<file path="config.mk">
export PLATFORM = sky130hd
export DESIGN_NAME = assoc_cache_lru_lfu_top
export DESIGN_NICKNAME = d
export VERILOG_FILES = /design/src/sv/acache_pkg.sv /design/src/sv/assoc_cache_lru_lfu_top.sv
export SDC_FILE = /design/constraint.sdc
export NUM_CORES = 2
export LEC_CHECK = 0
export ABC_AREA = 1
export BUFFER_PORTS_ARGS = -buffer_cell sky130_fd_sc_hd__buf_4
export CELL_PAD_IN_SITES_DETAIL_PLACEMENT = 0
export CELL_PAD_IN_SITES_GLOBAL_PLACEMENT = 2
export CORE_MARGIN = 2
export CORE_UTILIZATION = 48
export DETAILED_ROUTE_END_ITERATION = 8
export GPL_TIMING_DRIVEN = 0
export MAX_ROUTING_LAYER = met4
export PLACE_DENSITY_LB_ADDON = 0.1
export SYNTH_ARGS = -nofsm -noshare
export SYNTH_HDL_FRONTEND = slang
export SYNTH_SLANG_ARGS = --single-unit
</file>
<file path="constraint.sdc">
create_clock -name clk -period 13.59 [get_ports clk]
set_input_delay 2.0385 -clock clk [delete_from_list [all_inputs] [get_ports clk]]
set_output_delay 2.0385 -clock clk [all_outputs]
set_load 0.01 [all_outputs]
</file>
<file path="src/sv/acache_pkg.sv">
// Shared constants, codes and helpers for the associative cache.
`default_nettype none
package acache_pkg;

  localparam int ENTRIES = 16;
  localparam int IDX_W   = (ENTRIES > 1) ? $clog2(ENTRIES) : 1;
  localparam int CNT_W   = $clog2(ENTRIES + 1);
  localparam int KEY_W   = 64;
  localparam int VAL_W   = 32;
  localparam int CTR_W   = 32;
  localparam int SLOT_W  = 4;
  localparam int ADDR_W  = 2;

  localparam logic ACT_LOOKUP = 1'b0;
  localparam logic ACT_INSERT = 1'b1;

  localparam logic POL_LRU = 1'b0;
  localparam logic POL_LFU = 1'b1;

  // saturating increment of a 32-bit counter
  function automatic logic [CTR_W-1:0] sat_inc(input logic [CTR_W-1:0] v);
    return (v == {CTR_W{1'b1}}) ? v : v + CTR_W'(1);
  endfunction

endpackage
`default_nettype wire

</file>
<file path="src/sv/assoc_cache_lru_lfu_top.sv">
// Fully associative key/value cache with LRU or LFU replacement.
//
//  port group    | direction | transfer taken when
//  --------------+-----------+---------------------------------------------
//  request       | in        | start high and busy low at a rising edge
//  result        | out       | done high for one cycle; cannot be refused
//  apb config    | in/out    | psel, penable, pwrite high (pready tied high)
//
//  A lookup, or an insert once the miss count has reached ENTRIES, scans all
//  ENTRIES entries through one shared compare unit, one entry per cycle from
//  the entry stores. An insert while the miss count is below ENTRIES skips
//  the scan and goes straight to the final step.
//  Reset (rst, synchronous) clears the valid bits, the stamp/frequency
//  written flags, the counters and the policy; key and value stores are
//  not cleared, so no clearing pass is needed. busy is high from the
//  accepting edge until done; the result side never stalls.
`default_nettype none
module assoc_cache_lru_lfu_top (
  input  wire logic                              clk,
  input  wire logic                              rst,
  // request
  input  wire logic                              start,
  output logic                                   busy,
  input  wire logic                              action,
  input  wire logic [acache_pkg::KEY_W-1:0]      lookup_key,
  input  wire logic signed [acache_pkg::VAL_W-1:0] store_value,
  // result
  output logic                                   done,
  output logic                                   hit,
  output logic signed [acache_pkg::VAL_W-1:0]    found_value,
  output logic [acache_pkg::SLOT_W-1:0]          slot,
  output logic [acache_pkg::CTR_W-1:0]           hit_total,
  output logic [acache_pkg::CTR_W-1:0]           miss_total,
  // configuration
  input  wire logic                              psel,
  input  wire logic                              penable,
  input  wire logic                              pwrite,
  input  wire logic [acache_pkg::ADDR_W-1:0]     paddr,
  input  wire logic [31:0]                       pwdata,
  output logic [31:0]                            prdata,
  output logic                                   pready
);

  typedef enum logic [2:0] {
    ST_IDLE = 3'b001,
    ST_SCAN = 3'b010,
    ST_FIN  = 3'b100
  } state_t;

  state_t state;

  // configuration: a single register, the low address bits are byte offset
  logic policy;

  assign pready = 1'b1;
  assign prdata = {31'b0, policy};

  always_ff @(posedge clk) begin
    if (rst) begin
      policy <= acache_pkg::POL_LRU;
    end else if (psel && penable && pwrite && pready && (paddr[1:0] == paddr)) begin
      policy <= pwdata[0];
    end
  end

  // entry stores, one read port (scan index) and one write port (slot)
  logic [acache_pkg::KEY_W-1:0] key_mem   [acache_pkg::ENTRIES];
  logic [acache_pkg::VAL_W-1:0] val_mem   [acache_pkg::ENTRIES];
  logic [acache_pkg::CTR_W-1:0] stamp_mem [acache_pkg::ENTRIES];
  logic [acache_pkg::CTR_W-1:0] freq_mem  [acache_pkg::ENTRIES];

  // per-entry flags: entry valid, and stamp/frequency written since reset
  logic [acache_pkg::ENTRIES-1:0] valid;
  logic [acache_pkg::ENTRIES-1:0] stamp_ok;
  logic [acache_pkg::ENTRIES-1:0] freq_ok;

  // request held for the whole operation
  logic                         req_act;
  logic [acache_pkg::KEY_W-1:0] req_key;
  logic [acache_pkg::VAL_W-1:0] req_val;

  // sequencer and scan pipeline
  logic [acache_pkg::CNT_W-1:0] cnt;
  logic [acache_pkg::IDX_W-1:0] rd_addr;
  logic                         rd_vld;
  logic [acache_pkg::IDX_W-1:0] rd_idx;
  logic [acache_pkg::KEY_W-1:0] rd_key;
  logic [acache_pkg::VAL_W-1:0] rd_val;
  logic [acache_pkg::CTR_W-1:0] rd_stamp;
  logic [acache_pkg::CTR_W-1:0] rd_freq;

  // scan results
  logic                         found;
  logic [acache_pkg::IDX_W-1:0] slot_q;
  logic [acache_pkg::VAL_W-1:0] val_cap;
  logic [acache_pkg::CTR_W-1:0] freq_cap;
  logic [acache_pkg::CTR_W-1:0] best;

  // global counters
  logic [acache_pkg::CTR_W-1:0] stamp_ctr;
  logic [acache_pkg::CTR_W-1:0] hit_ctr;
  logic [acache_pkg::CTR_W-1:0] miss_ctr;

  logic accept;
  logic is_lookup;
  logic scan_end;

  assign busy      = (state != ST_IDLE);
  assign accept    = start && !busy;
  assign is_lookup = (req_act == acache_pkg::ACT_LOOKUP);
  assign scan_end  = (cnt == acache_pkg::CNT_W'(acache_pkg::ENTRIES));
  assign rd_addr   = cnt[acache_pkg::IDX_W-1:0];

  // stamp/frequency of the entry being examined; never written reads zero
  logic [acache_pkg::CTR_W-1:0] stamp_eff;
  logic [acache_pkg::CTR_W-1:0] freq_eff;
  logic [acache_pkg::CTR_W-1:0] metric;

  assign stamp_eff = stamp_ok[rd_idx] ? rd_stamp : '0;
  assign freq_eff  = freq_ok[rd_idx]  ? rd_freq  : '0;
  assign metric    = (policy == acache_pkg::POL_LRU) ? stamp_eff : freq_eff;

  // the shared compare unit: key match on lookup, less-than on victim search
  logic [acache_pkg::KEY_W-1:0] cmp_a;
  logic [acache_pkg::KEY_W-1:0] cmp_b;
  logic                         cmp_eq;
  logic                         cmp_lt;

  assign cmp_a  = is_lookup ? rd_key  : {{(acache_pkg::KEY_W-acache_pkg::CTR_W){1'b0}}, metric};
  assign cmp_b  = is_lookup ? req_key : {{(acache_pkg::KEY_W-acache_pkg::CTR_W){1'b0}}, best};
  assign cmp_eq = (cmp_a == cmp_b);
  assign cmp_lt = (cmp_a < cmp_b);

  // final-step write controls
  logic                         fin;
  logic                         lk_hit;
  logic                         ins;
  logic [acache_pkg::CTR_W-1:0] stamp_ctr_inc;
  logic                         stamp_we;
  logic [acache_pkg::CTR_W-1:0] stamp_wd;
  logic                         freq_we;
  logic [acache_pkg::CTR_W-1:0] freq_wd;
  logic                         kv_we;

  assign fin           = (state == ST_FIN);
  assign lk_hit        = is_lookup && found;
  assign ins           = !is_lookup;
  assign stamp_ctr_inc = acache_pkg::sat_inc(stamp_ctr);

  always_comb begin
    stamp_we = fin && ((lk_hit && policy == acache_pkg::POL_LRU) ||
                       (ins && (policy == acache_pkg::POL_LRU || !stamp_ok[slot_q])));
    stamp_wd = (policy == acache_pkg::POL_LRU) ? stamp_ctr_inc : '0;
    freq_we  = fin && ((lk_hit && policy == acache_pkg::POL_LFU) ||
                       (ins && (policy == acache_pkg::POL_LFU || !freq_ok[slot_q])));
    if (ins) begin
      freq_wd = (policy == acache_pkg::POL_LFU) ? acache_pkg::CTR_W'(1) : '0;
    end else begin
      freq_wd = acache_pkg::sat_inc(freq_cap);
    end
    kv_we = fin && ins;
  end

  // stores: registered read at the scan index, write at the slot
  always_ff @(posedge clk) begin
    rd_key   <= key_mem[rd_addr];
    rd_val   <= val_mem[rd_addr];
    rd_stamp <= stamp_mem[rd_addr];
    rd_freq  <= freq_mem[rd_addr];
    if (kv_we) begin
      key_mem[slot_q] <= req_key;
      val_mem[slot_q] <= req_val;
    end
    if (stamp_we) begin
      stamp_mem[slot_q] <= stamp_wd;
    end
    if (freq_we) begin
      freq_mem[slot_q] <= freq_wd;
    end
  end

  // request capture and scan datapath
  always_ff @(posedge clk) begin
    if (accept) begin
      req_act <= action;
      req_key <= lookup_key;
      req_val <= store_value;
    end
    rd_idx <= rd_addr;
    if (accept) begin
      if (action == acache_pkg::ACT_INSERT &&
          miss_ctr < acache_pkg::CTR_W'(acache_pkg::ENTRIES)) begin
        // still filling: the fill slot is the miss count
        slot_q <= miss_ctr[acache_pkg::IDX_W-1:0];
      end else begin
        slot_q <= '0;
      end
    end else if (rd_vld) begin
      if (is_lookup) begin
        if (!found && valid[rd_idx] && cmp_eq) begin
          slot_q   <= rd_idx;
          val_cap  <= rd_val;
          freq_cap <= freq_eff;
        end
      end else if (rd_idx == '0 || cmp_lt) begin
        // strict less-than keeps ties on the lowest index
        slot_q <= rd_idx;
        best   <= metric;
      end
    end
  end

  // sequencer, flags and counters
  always_ff @(posedge clk) begin
    if (rst) begin
      state     <= ST_IDLE;
      cnt       <= '0;
      rd_vld    <= 1'b0;
      found     <= 1'b0;
      valid     <= '0;
      stamp_ok  <= '0;
      freq_ok   <= '0;
      stamp_ctr <= '0;
      hit_ctr   <= '0;
      miss_ctr  <= '0;
      done      <= 1'b0;
    end else begin
      done   <= 1'b0;
      rd_vld <= (state == ST_SCAN) && !scan_end;
      unique case (state)
        ST_IDLE: begin
          if (accept) begin
            cnt   <= '0;
            found <= 1'b0;
            if (action == acache_pkg::ACT_INSERT &&
                miss_ctr < acache_pkg::CTR_W'(acache_pkg::ENTRIES)) begin
              state <= ST_FIN;
            end else begin
              state <= ST_SCAN;
            end
          end
        end
        ST_SCAN: begin
          if (rd_vld && is_lookup && valid[rd_idx] && cmp_eq) begin
            found <= 1'b1;
          end
          if (scan_end) begin
            state <= ST_FIN;
          end else begin
            cnt <= cnt + acache_pkg::CNT_W'(1);
          end
        end
        ST_FIN: begin
          state <= ST_IDLE;
          done  <= 1'b1;
          if (ins) begin
            valid[slot_q]    <= 1'b1;
            stamp_ok[slot_q] <= 1'b1;
            freq_ok[slot_q]  <= 1'b1;
            stamp_ctr        <= stamp_ctr_inc;
          end else if (found) begin
            hit_ctr <= acache_pkg::sat_inc(hit_ctr);
            if (policy == acache_pkg::POL_LRU) begin
              stamp_ctr <= stamp_ctr_inc;
            end
          end else begin
            miss_ctr <= acache_pkg::sat_inc(miss_ctr);
          end
        end
        default: begin
          state <= ST_IDLE;
        end
      endcase
    end
  end

  // result registers; counters are read straight from their registers
  always_ff @(posedge clk) begin
    if (fin) begin
      hit         <= lk_hit;
      found_value <= lk_hit ? val_cap : '0;
      slot        <= acache_pkg::SLOT_W'(slot_q);
    end
  end

  assign hit_total  = hit_ctr;
  assign miss_total = miss_ctr;

`ifndef SYNTHESIS
  // a result only follows the final step
  a_done_after_fin: assert property (@(posedge clk) disable iff (rst)
    done |-> $past(state == ST_FIN))
    else $error("result strobe without final step");

  // a reported hit points at a valid entry
  a_hit_valid: assert property (@(posedge clk) disable iff (rst)
    (done && hit) |-> valid[slot_q])
    else $error("hit on an invalid entry");

  // an insert leaves its slot valid
  a_insert_valid: assert property (@(posedge clk) disable iff (rst)
    (fin && ins) |=> valid[$past(slot_q)])
    else $error("inserted entry not valid");

  // one operation never counts both a hit and a miss
  a_one_count: assert property (@(posedge clk) disable iff (rst)
    !((hit_ctr != $past(hit_ctr)) && (miss_ctr != $past(miss_ctr))))
    else $error("hit and miss counted together");
`endif

endmodule
`default_nettype wire
</file>
==> qor.yml <==
clocking:
  htree_levels: 5
  ctsLongestPathBuffers: 4
  numCtsBuffers: 342
  root_buffer: "clkbuf_16"
  clkTransAtPathRegs_ns: 0.06
  postCtsSetupBuffers: 0
  cts.repair.resized: 0
  cts_hold_buf: 0
  cts_tree: "yes"
  worst_skew_pair.late_latency_ns: 0.97
  cts.sinks: 3114
outcome:
  status: "completed"
cells_and_area:
  layout.nets: 10570
  syn_to_final_growth_pct: 16.55
  drive_above_1_share: 0.1095
  design_area_um2: 142300
  final_cells: 14050
global_route:
  grt_usage: 0.3278
  grt_pass1_vias: 80400
  grt-ovfl-total: 0
  grt_max_degree: 44
  grt_antenna_before_repair: 32
  grt_pass1_wl_mm: 587.1
yosys:
  ys_seq_area_frac: 0.7394
  synth_ff_type: "edfxtp_1"
  ys_warn_count: 0
  synthCells: 9642
  synth.distinct_cells: 53
  synth_edf_count: 2794
  synth_area_per_cell_um2: 12.67
  synth_seq_cells: 3114
  synth.cell_area_um2: 122100
  async_reset_ff_frac: 0
floorplan:
  core_area_um2: 253500
  io_pins: 273
  chipWidth_um: 508.4
  die_y_um: 508.4
  start_util: 0.4819
  placementRows: 185
  dieArea_um2: 258500
placement:
  pre_cts_ws_ns: 7.016
  placedCellCount: 13380
  place.gp.congestion: 0.9341
  placedInstanceArea_um2: 131200
  io_buffer_count: 206
  dp_hpwl_mm: 291.7
min_path:
  min_path_cells: 0
  min_path_type: "reg2reg"
  min_to: "rd_idx[2]"
  min-delay-start: "cnt[2]"
drt:
  wl_mm: 417.3
  viasPerCell: 5.958
  dr.pass1.iters: 9
  drc_errors: 0
  routedWlPerCell_um: 29.69
  vias: 83730
  drt-initial-drc-count: 10550
  final_antenna_net_count: 0
setup_path:
  crit_top_cell: "buf_6"
  critPathLaunch: "ins"
  cp-start-kind: "flip-flop"
  critical_path_class: "reg2reg"
  endpoint_kind: "flip-flop"
  r2r_end: "val_cap[27]"
  worstPathMaxFanout: 10
  path_buf_inv: 6
  rrSetupSlack_ns: 6.89
  critPathTopFamily: "buffers and inverters"
  reg2reg_depth: 15
  timing.rr.start: "ins"
  cpPeakStageDelay_ns: 1.06
  worstPathCellList: "buf_2 -> clkbuf_1 -> clkbuf_1 -> nor2_1 -> ha_1 -> nand4_1 -> nor3_1 -> and3_1 -> nand2_1 -> nor2_1 -> nand3_1 -> nor3_2 -> buf_6 -> buf_6 -> buf_6"
  cpMaxStageDelayCell: "clkbuf_1"
  cp.required_ns: 14.24
  critPathArrivalTime_ns: 7.34
timing:
  worst_slew_pin_slew_ns: 1.427
  period_needed_ns: 6.698
  relSlewSlack: 0.04533
  rsz0062_at_grt: "no"
  setup_viol: 0
  timing.final.ws_setup_ns: 6.892
  finalHoldViolCount: 0
  fin_tns_setup_ns: 0
  max_freq_mhz: 149.3
  fin_skew_ns: 0.05871
  slew_viol_final: 0
  fin_crit_sh: 0.4928
flow_run:
  max-cap-violations: 0
pwr:
  power_density_nw_per_um2: 152.4
  p_leak_nw: 48.07
  irDropWorstVdd_mv: 0.1382
  p_total_mw: 21.69
-- cell usage in the layout, fill, tap and decap left out, drive strengths merged, types with 8 or more instances in the layout --
cell,netlist,final
ha,70,70
a21oi,174,174
nor4,16,16
nor3,76,76
bufinv,0,24
xnor2,16,16
clkinv,1,120
dfxtp,320,320
o22ai,389,389
diode,0,56
mux2i,32,32
nand2,721,721
nand3,426,426
edfxtp,2794,2794
nor2,1680,1680
xor2,52,52
clkbuf,424,872
o221ai,267,267
buf,219,565
inv,382,390
nand4,54,54
o21ai,1362,1362
o211ai,82,82
o21a,8,8
a31oi,37,37
conb,2,32
clkinvlp,0,14
-- report_power, final --
| part | total (mW) | internal (mW) | leakage [nW] | switching (mW) |
|---|---|---|---|---|
| Clock | 9.08 | 5.31 | 5.33 | 3.76 |
| Sequential | 10.9 | 10.6 | 28.0 | 0.252 |
| Combinational | 1.72 | 0.466 | 14.8 | 1.26 |
| Total | 21.7 | 16.4 | 48.1 | 5.27 |
-- worst max-delay path by stage --
stage / to / slack [ns] / depth (start not counted)
detailed placement: val_cap[27] / 7.02 / 15
finish: val_cap[27] / 6.89 / 15
global route: val_cap[27] / 6.78 / 15
CTS: val_cap[27] / 6.98 / 15
floorplan: freq_cap[0] / 6.18 / 17
global placement: valid[5] / -2.06 / 8
-- per-stage QoR --
step,hold WS [ns],util
2_1_floorplan,0.3596,-
3_3_place_gp,0.3730,0.5050
3_5_place_dp,0.3725,0.5177
4_1_cts,0.3861,0.5607
5_1_grt,0.3887,0.5614
6_report,0.3795,0.5616
-- layout make-up --
class | instances | area (um^2)
Fill cell | 20930 | 111100
Sequential cell | 3114 | 90310
Multi-Input combinational cell | 5532 | 28160
Clock buffer | 448 | 9392
Timing Repair Buffer | 346 | 4379
Tap cell | 3366 | 4212
Buffer | 643 | 2818
Clock inverter | 165 | 1498
Inverter | 383 | 1440
Antenna cell | 56 | 140.1
-- sequential cells by signal, indices dropped and copies added, names as in the netlist, 16 cells and up --
name         count
best            32
found_value     32
freq_cap        32
freq_mem       512
freq_ok         16
hit_total       32
key_mem       1024
miss_total      32
rd_freq         32
rd_key          64
rd_stamp        32
rd_val          32
req_key         64
req_val         32
stamp_ctr       32
stamp_mem      512
stamp_ok        16
val_cap         32
val_mem        512
valid           16
-- cell families after synthesis --
logic type / synth area share
compound gates: 0.1108
xor+xnor: 0.004876
fa+ha+maj: 0.007171
simple gates: 0.1004
flops: 0.7394
buf+inv: 0.03463
other cells: 0.00006149
mux: 0.002623
-- synth_stat cells (3+ instances only) --
library cell,instances,share of area
a211oi_1,4,0.00025
a21oi_1,174,0.0071
a31oi_1,35,0.0018
and3_1,7,0.00036
buf_1,35,0.0011
buf_2,134,0.0055
buf_4,45,0.0028
buf_6,5,0.00046
clkbuf_1,423,0.013
dfxtp_1,320,0.052
edfxtp_1,2794,0.69
ha_1,70,0.0072
inv_1,365,0.011
inv_2,16,0.00049
mux2i_1,32,0.0026
nand2_1,718,0.022
nand3_1,420,0.017
nand3_2,5,0.00041
nand3b_1,3,0.00018
nand4_1,51,0.0026
nand4_2,3,0.00031
nor2_1,1670,0.051
nor2_2,6,0.00031
nor2_4,4,0.00037
nor3_1,68,0.0028
nor3_2,7,0.00057
nor3b_1,7,0.00043
nor4_1,15,0.00077
o2111ai_1,6,0.00043
o211ai_1,82,0.0050
o21a_1,8,0.00049
o21ai_0,1353,0.055
o21ai_1,9,0.00037
o21bai_1,5,0.00031
o221ai_1,267,0.019
o22ai_1,389,0.020
xnor2_1,16,0.0011
xor2_1,52,0.0037
-- layer usage --
layer / GRT usage / share of wire / vias to the layer above / routed length, um
met1: 0.4471 / 0.41 / 42130 / 172000
met2: 0.4988 / 0.46 / 3980 / 192800
met3: 0.05523 / 0.090 / 741 / 37380
met4: 0.1150 / 0.036 / 0 / 15080
met5: - / 0 / - / 0
li1: - / - / 36890 / -
-- worst reg2reg max path, delay by kind of cell, from the launching register on --
kind / cells / cell delay (ns)
adder cells (fa/ha/maj): 1 / 0.36
buffers and inverters: 6 / 3.28
flip-flops: 1 / 0.31
AND/OR/NAND/NOR: 8 / 2.44
No activity file was read; power rests on OpenSTA's default activity.
